<file path="src/sv/brb_pkg.sv">
// Shared types and constants for the byte ring buffer.
package brb_pkg;

  // Field widths of the request and result items.
  localparam int REQ_W     = 2;
  localparam int DATA_W    = 8;
  localparam int CNT_W     = 7;
  localparam int FILL_W    = 9;
  localparam int CAP_CFG_W = 9;

  // Configuration port widths and register map.
  localparam int PADDR_W = 2;
  localparam int PDATA_W = 32;
  localparam logic [PADDR_W-1:0] ADDR_CAPACITY = 2'd0;

  // Request codes.
  localparam logic [REQ_W-1:0] REQ_WRITE   = 2'd0;
  localparam logic [REQ_W-1:0] REQ_READ    = 2'd1;
  localparam logic [REQ_W-1:0] REQ_PEEK    = 2'd2;
  localparam logic [REQ_W-1:0] REQ_DISCARD = 2'd3;

  // One request item.
  typedef struct packed {
    logic [REQ_W-1:0]  req_type;
    logic [DATA_W-1:0] data_in;
    logic [CNT_W-1:0]  count;
  } req_t;

  // One result item.
  typedef struct packed {
    logic [DATA_W-1:0] data_out;
    logic              data_valid;
    logic              last;
    logic [CNT_W-1:0]  done_count;
    logic [FILL_W-1:0] fill_level;
    logic              full_res;
    logic              empty_res;
  } res_t;

endpackage

</file>
<file path="src/sv/byte_ring_buffer.sv">
// Byte ring buffer top level: pointers, fill count, byte memory and result register.
//
// A circular byte FIFO held in one single-port-read memory of DEPTH bytes. A write,
// a discard, or a read or peek that finds nothing to return gives one result; such
// items stream one per cycle while results are taken. A read or peek of n bytes gives
// n results, one per cycle while results are taken, through the registered memory
// read port, and the next item is accepted only once the last byte has reached the
// result register. Fill level and flags on every result of a request show the state
// after the whole request. Writing the capacity register (clamped to 1..DEPTH) also
// empties the buffer. Reset leaves the buffer empty with capacity 256, or DEPTH if
// smaller; no clearing pass is needed.
module byte_ring_buffer #(
  parameter int DEPTH     = 256,
  parameter int MAX_BURST = 64
) (
  input  logic                          clk,
  input  logic                          rst,
  input  logic                          req_valid,
  output logic                          req_ready,
  input  brb_pkg::req_t                 req_item,
  output logic                          res_valid,
  input  logic                          res_ready,
  output brb_pkg::res_t                 res_item,
  input  logic                          psel,
  input  logic                          penable,
  input  logic                          pwrite,
  input  logic [brb_pkg::PADDR_W-1:0]   paddr,
  input  logic [brb_pkg::PDATA_W-1:0]   pwdata,
  output logic [brb_pkg::PDATA_W-1:0]   prdata,
  output logic                          pready
);
  import brb_pkg::*;

  localparam int PW      = (DEPTH > 1) ? $clog2(DEPTH) : 1;
  localparam int CAP_W   = $clog2(DEPTH + 1);
  localparam int SUM_W   = ((CAP_W > CNT_W) ? CAP_W : CNT_W) + 1;
  localparam int CAP_RST = (DEPTH < 256) ? DEPTH : 256;

  typedef enum logic {
    S_IDLE,
    S_BURST
  } state_t;

  state_t            state;
  logic [CAP_W-1:0]  cap;
  logic [PW-1:0]     rp;
  logic [PW-1:0]     wp;
  logic [CAP_W-1:0]  fill;
  logic [PW-1:0]     rd_ptr;
  logic [CNT_W-1:0]  remaining;
  logic [CNT_W-1:0]  burst_n;
  logic              rd_pend;
  logic              rd_last;
  logic [DATA_W-1:0] rdata;
  logic [DATA_W-1:0] mem [DEPTH];

  logic [CAP_W-1:0]     rp_next;
  logic [PW-1:0]        wp_next;
  logic [PW-1:0]        rp_next_ptr;
  logic [CAP_W-1:0]     fill_next;
  logic [CNT_W-1:0]     done_next;
  logic                 single;
  logic [CNT_W-1:0]     want;
  logic [CNT_W-1:0]     n;
  logic                 full;
  logic                 slot_free;
  logic                 accept;
  logic                 issue;
  logic                 move;
  logic                 mem_we;
  logic                 cfg_wr;
  logic [CAP_CFG_W-1:0] cfg_raw;
  logic [CAP_W-1:0]     cfg_cap;
  logic [CAP_W-1:0]     wp_inc_w;
  logic [PW-1:0]        wp_inc;
  logic [CAP_W-1:0]     rd_inc_w;
  logic [PW-1:0]        rd_inc;
  logic [SUM_W-1:0]     rp_sum;
  logic [PW-1:0]        rp_adv;

  // Configuration port: zero-wait writes, capacity readback.
  assign pready  = 1'b1;
  assign cfg_wr  = psel && penable && pwrite && pready && (paddr == ADDR_CAPACITY);
  assign cfg_raw = pwdata[CAP_CFG_W-1:0];
  assign prdata  = (paddr == ADDR_CAPACITY) ? PDATA_W'(cap) : '0;

  // Clamp the written capacity into 1..DEPTH.
  always_comb begin
    if (cfg_raw == '0) begin
      cfg_cap = CAP_W'(1);
    end else if (32'(cfg_raw) > DEPTH) begin
      cfg_cap = CAP_W'(DEPTH);
    end else begin
      cfg_cap = CAP_W'(cfg_raw);
    end
  end

  // Handshake and burst sequencing conditions.
  assign full      = (fill == cap);
  assign slot_free = !res_valid || res_ready;
  assign req_ready = (state == S_IDLE) && slot_free;
  assign accept    = req_valid && req_ready;
  assign move      = rd_pend && slot_free;
  assign issue     = (state == S_BURST) && (remaining != '0) && (!rd_pend || slot_free);
  assign mem_we    = accept && (req_item.req_type == REQ_WRITE) && !full;

  // Byte count granted: request clipped to the burst limit and the fill level.
  always_comb begin
    if (32'(req_item.count) > MAX_BURST) begin
      want = CNT_W'(MAX_BURST);
    end else begin
      want = req_item.count;
    end
    if (32'(fill) < 32'(want)) begin
      n = CNT_W'(fill);
    end else begin
      n = want;
    end
  end

  // Pointer steps; every sum stays below twice the capacity, so one subtract wraps it.
  always_comb begin
    wp_inc_w = CAP_W'(wp) + CAP_W'(1);
    wp_inc   = (wp_inc_w == cap) ? '0 : PW'(wp_inc_w);
    rd_inc_w = CAP_W'(rd_ptr) + CAP_W'(1);
    rd_inc   = (rd_inc_w == cap) ? '0 : PW'(rd_inc_w);
    rp_sum   = SUM_W'(rp) + SUM_W'(n);
    if (rp_sum >= SUM_W'(cap)) begin
      rp_sum = rp_sum - SUM_W'(cap);
    end
    rp_adv = PW'(rp_sum);
  end

  // State after the request that is being accepted.
  always_comb begin
    rp_next_ptr = rp;
    wp_next     = wp;
    fill_next   = fill;
    done_next   = '0;
    single      = 1'b1;
    unique case (req_item.req_type)
      REQ_WRITE: begin
        if (!full) begin
          wp_next   = wp_inc;
          fill_next = fill + CAP_W'(1);
          done_next = CNT_W'(1);
        end
      end
      REQ_READ: begin
        rp_next_ptr = rp_adv;
        fill_next   = fill - CAP_W'(n);
        done_next   = n;
        single      = (n == '0);
      end
      REQ_PEEK: begin
        done_next = n;
        single    = (n == '0);
      end
      REQ_DISCARD: begin
        rp_next_ptr = rp_adv;
        fill_next   = fill - CAP_W'(n);
        done_next   = n;
      end
      default: begin
        single = 1'b1;
      end
    endcase
  end
  assign rp_next = CAP_W'(rp_next_ptr);

  // Byte memory. Writes happen only between bursts, so a read never meets a write.
  always_ff @(posedge clk) begin
    if (mem_we) begin
      mem[wp] <= req_item.data_in;
    end
    if (issue) begin
      rdata <= mem[rd_ptr];
    end
  end

  // Sequencer, pointers and result register.
  always_ff @(posedge clk) begin
    if (rst) begin
      state     <= S_IDLE;
      cap       <= CAP_W'(CAP_RST);
      rp        <= '0;
      wp        <= '0;
      fill      <= '0;
      remaining <= '0;
      rd_pend   <= 1'b0;
      res_valid <= 1'b0;
    end else begin
      // Pointers and fill count.
      if (cfg_wr) begin
        cap  <= cfg_cap;
        rp   <= '0;
        wp   <= '0;
        fill <= '0;
      end else if (accept) begin
        rp   <= PW'(rp_next);
        wp   <= wp_next;
        fill <= fill_next;
      end

      // Burst control: start on a read or peek that returns bytes.
      unique case (state)
        S_IDLE: begin
          if (accept && !single) begin
            state     <= S_BURST;
            rd_ptr    <= rp;
            remaining <= n;
            burst_n   <= n;
          end
        end
        S_BURST: begin
          if (issue) begin
            rd_ptr    <= rd_inc;
            remaining <= remaining - CNT_W'(1);
            rd_pend   <= 1'b1;
            rd_last   <= (remaining == CNT_W'(1));
          end else if (move) begin
            rd_pend <= 1'b0;
          end
          if ((remaining == '0) && (!rd_pend || move)) begin
            state <= S_IDLE;
          end
        end
        default: begin
          state <= S_IDLE;
        end
      endcase

      // Result register: single results at accept, burst bytes from the memory.
      if (accept && single) begin
        res_valid             <= 1'b1;
        res_item.data_out     <= '0;
        res_item.data_valid   <= 1'b0;
        res_item.last         <= 1'b1;
        res_item.done_count   <= done_next;
        res_item.fill_level   <= FILL_W'(fill_next);
        res_item.full_res     <= (fill_next == cap);
        res_item.empty_res    <= (fill_next == '0);
      end else if (move) begin
        res_valid             <= 1'b1;
        res_item.data_out     <= rdata;
        res_item.data_valid   <= 1'b1;
        res_item.last         <= rd_last;
        res_item.done_count   <= rd_last ? burst_n : '0;
        res_item.fill_level   <= FILL_W'(fill);
        res_item.full_res     <= full;
        res_item.empty_res    <= (fill == '0);
      end else if (res_ready) begin
        res_valid <= 1'b0;
      end
    end
  end

  // The fill count never exceeds the capacity.
  a_fill_bound: assert property (@(posedge clk) disable iff (rst) fill <= cap)
    else $error("fill count above capacity");

  // Both pointers stay inside the capacity.
  a_ptr_bound: assert property (@(posedge clk) disable iff (rst)
    (CAP_W'(rp) < cap) && (CAP_W'(wp) < cap))
    else $error("pointer beyond capacity");

  // An empty or full buffer has equal pointers.
  a_ptr_meet: assert property (@(posedge clk) disable iff (rst)
    ((fill == '0) || (fill == cap)) |-> (rp == wp))
    else $error("pointers disagree with fill count");

  // A fetched byte waiting on a stalled result is held, not overwritten.
  a_fetch_hold: assert property (@(posedge clk) disable iff (rst)
    (rd_pend && res_valid && !res_ready) |=> (rd_pend && $stable(rdata)))
    else $error("fetched byte lost under stall");

  // Only the last result of a request carries a byte count.
  a_done_last: assert property (@(posedge clk) disable iff (rst)
    (res_valid && !res_item.last) |-> (res_item.done_count == '0))
    else $error("byte count on a result before the last");

endmodule

</file>
<file path="config.mk">
export PLATFORM = sky130hd
export DESIGN_NAME = byte_ring_buffer
export DESIGN_NICKNAME = d
export VERILOG_FILES = /design/src/sv/brb_pkg.sv /design/src/sv/byte_ring_buffer.sv
export SDC_FILE = /design/constraint.sdc
export NUM_CORES = 2
export LEC_CHECK = 0
export BUFFER_PORTS_ARGS = -buffer_cell sky130_fd_sc_hd__buf_4
export CORE_ASPECT_RATIO = 1.2
export CORE_MARGIN = 4
export CORE_UTILIZATION = 50
export CTS_BUF_LIST = sky130_fd_sc_hd__clkbuf_8
export DETAILED_ROUTE_END_ITERATION = 10
export HOLD_SLACK_MARGIN = 0.06
export PLACE_DENSITY = 0.73
export SLEW_MARGIN = 10
export SYNTH_ARGS = -nofsm -noshare
export SYNTH_HDL_FRONTEND = slang
export SYNTH_SLANG_ARGS = --single-unit
</file>
<file path="constraint.sdc">
create_clock -name clk -period 5.7 [get_ports clk]
set_clock_uncertainty 0.05 [all_clocks]
set_input_delay 1.14 -clock clk [delete_from_list [all_inputs] [get_ports clk]]
set_output_delay 1.14 -clock clk [all_outputs]
set_load 0.01 [all_outputs]
</file>
==> results_dict.tcl <==
set metrics [dict create \
    crit_family "compound AO/OA/AOI/OAI gates" \
    grt_max_degree 154 \
    syn_avg_cell_area_um2 17.6 \
    hpwl_um 124000 \
    max_freq_ghz 0.188 \
    p_leak_nw 31.2 \
    initial_core_util 0.503 \
    crit_type "in2reg" \
    rows 167 \
    io_buffers 73 \
    cts_tree "built" \
    total_power_w 0.0355 \
    drt_iter0_drc 5441 \
    cts_resized 0 \
    grt_overflow 0 \
    wl_um 210000 \
    syn_area_mm2 0.0869 \
    max-cap-violations 0 \
    drt_pass1_iterations 6 \
    die_h_um 465 \
    ctsLongestPathBuffers 4 \
    power_density_mw_per_mm2 370 \
    vias 47000 \
    synth_edf_count 2100 \
    worstReg2RegStart "fill[4]" \
    yosysTopAreaCellShare 0.725 \
    dp_slack_ps -504 \
    clkPwrFrac 0.315 \
    cpMaxStageDelayCell "and2_1" \
    outcome "finished clean" \
    path_cells "buf_4, inv_1, nand2_1, ha_1, nand4_1, o21bai_1, a2111oi_4, nor2_2, nand3_1, o21ai_0, ha_1, fa_1, a21o_1, a21oi_1, o21bai_1, a21oi_1, xnor2_1, ha_1, or3_1, o21ai_0, a211o_1, and2_1, mux2i_1, a21oi_1" \
    hold_viol 0 \
    hold_class "in2reg" \
    worstPathRequired_ps 6480 \
    period_needed_ps 5310 \
    gp_congestion 0.887 \
    finalMaxSlewViolations 0 \
    final_area_mm2 0.0960 \
    synth_area_leaders "edfxtp_1, mux4_2, mux2i_1" \
    p_int_w 0.0258 \
    clockRootBuffer "clkbuf_8" \
    antenna_found_initial 4 \
    drc 0 \
    netlist_instances 4938 \
    synth_area_leader_cell "edfxtp_1" \
    clk_latency_ps 1010 \
    cp_max_fo 8 \
    cts_max_level 5 \
    setup_violations 0 \
    dieArea_mm2 0.181 \
    hold_buffers 0 \
    period_share 0.932 \
    grt_pass1_wl_um 312000 \
    clock-sinks 2144 \
    crit_arrival_ps 6090 \
    grt_pass1_vias 47100 \
    synth-main-ff-cell "edfxtp_1" \
    hold_start "pwdata[7]" \
    max_slew_margin 0.205 \
    irDropWorstVdd_mv 0.208 \
    critPathMaxStageDelay_ps 440 \
    coreArea_mm2 0.173 \
    setup_slack_ps 386 \
    num_io_pins 121 \
    yosysSeqAreaShare 0.736 \
    cts_buffers 324 \
    power.share.sequential 0.496 \
    tightestPinTransition_ps 1190 \
    crit_start "req_item[6]" \
    ant_nets 0 \
    final_nets 5286 \
    grt_usage 0.232 \
    post_cts_buffers 0 \
    die_x_um 389 \
    grt_setup_unrepaired "no" \
    yosysWarningCount 0 \
    switching_share 0.275 \
    syn_to_final_growth_pct 10.5 \
    postPlaceCellArea_mm2 0.0905 \
    critPathLaunchType "input pin" \
    viasPerCell 6.13 \
    p_sw_w 0.00977 \
    ys_ff_latch 2144 \
    synth.distinct_cells 70 \
    p_comb_frac 0.189 \
    drive_above_1_share 0.199 \
    clk_pin_slew_ps 60 \
    wl_per_cell_um 27.4 \
    path_buf_inv 2 \
    crit_path_end_kind "flip-flop" \
    async_reset_ff_frac 0 \
]
[worst min-delay path, cell delays in order]
cell and delay, ps:
buf_4 80, nand2_1 40, o21ai_0 50
[metrics by stage]
stage	TNS, ps	instances	util	hold WS (ps)
2_1_floorplan	0	4960	-	422
3_3_place_gp	-3070	7136	0.524	442
3_5_place_dp	-3940	7136	0.524	455
4_1_cts	0	7663	0.556	184
5_1_grt	0	7666	0.556	247
6_report	0	7671	0.556	301
[area by class of cell]
class                   count  area, um2
clock buffers             333       4580
inverters                  40        150
well taps                2281       2850
repair buffers            219       2000
fillers                 12900      76800
clock inverters           194        922
flip-flops and latches   2144      63900
multi-input cells        2452      21500
diodes                      8       20.0
[cell usage after synthesis, drive strengths merged (21+ instances only)]
| master | number |
|---|---|
| edfxtp | 2100 |
| mux2i | 375 |
| mux4 | 318 |
| nor2 | 306 |
| a21oi | 289 |
| nand2 | 213 |
| clkbuf | 179 |
| o21ai | 177 |
| buf | 145 |
| mux2 | 126 |
| o22ai | 124 |
| o221ai | 121 |
| nand3 | 51 |
| dfxtp | 44 |
| ha | 44 |
| inv | 40 |
| xnor2 | 40 |
| nor3 | 21 |
[worst paths after layout]
path / endpoint / slack (ps) / cells after the start
setup / recovery: rp[7] / 390 / 24
hold / removal: cap[7] / 300 / 3
setup reg to reg: rp[7] / 560 / 21
hold reg to reg: rd_pend / 470 / 2
[registers in the layout, indices dropped and copies added (netlist names)]
name / cells
res_valid: 1
mem: 2048
state: 1
burst_n: 7
rd_pend: 1
wp: 8
cap: 9
rp: 8
res_item: 28
fill: 9
remaining: 7
rd_ptr: 8
rdata: 8
rd_last: 1
[power groups by stage]
| stage | logic, W | clock network, W | registers (W) |
|---|---|---|---|
| global route | 0.00713 | 0.0121 | 0.0176 |
| floorplan | 0.00421 | 0 | 0.0179 |
| global placement | 0.00658 | 0 | 0.0180 |
| detailed placement | 0.00667 | 0 | 0.0180 |
| CTS | 0.00669 | 0.0113 | 0.0176 |
| finish | 0.00672 | 0.0112 | 0.0176 |
[placed cells by master (no fill, tap or decap), drive strengths merged, types with 126 or more instances in the layout]
cell | synthesis | final
clkbuf | 179 | 333
inv | 40 | 127
a21oi | 289 | 289
nand2 | 213 | 213
o21ai | 177 | 177
mux2i | 375 | 375
nor2 | 306 | 306
edfxtp | 2100 | 2100
buf | 145 | 219
mux2 | 126 | 126
mux4 | 318 | 318
[kinds of logic (layout without fill, tap and decap cells)]
| kind of cell | Yosys count | count (layout) | synth area share |
|---|---|---|---|
| flip-flops | 2144 | 2144 | 0.736 |
| multiplexers | 819 | 819 | 0.142 |
| AO/OA/AOI/OAI | 798 | 798 | 0.0562 |
| AND/OR/NAND/NOR | 712 | 712 | 0.0357 |
| buffers and inverters | 364 | 786 | 0.0182 |
| XOR/XNOR | 52 | 52 | 0.00524 |
| adder cells (fa/ha/maj) | 47 | 47 | 0.00702 |
| other | 2 | 32 | 0.0000864 |
[metal layers]
metal	up-vias	part of all wire	track usage
li1	20300	-	-
met4	2	0.043	0.103
met2	2392	0.49	0.374
met5	-	0.000062	0
met3	423	0.089	0.0517
met1	23900	0.38	0.304
No activity file was read; power rests on OpenSTA's default activity.
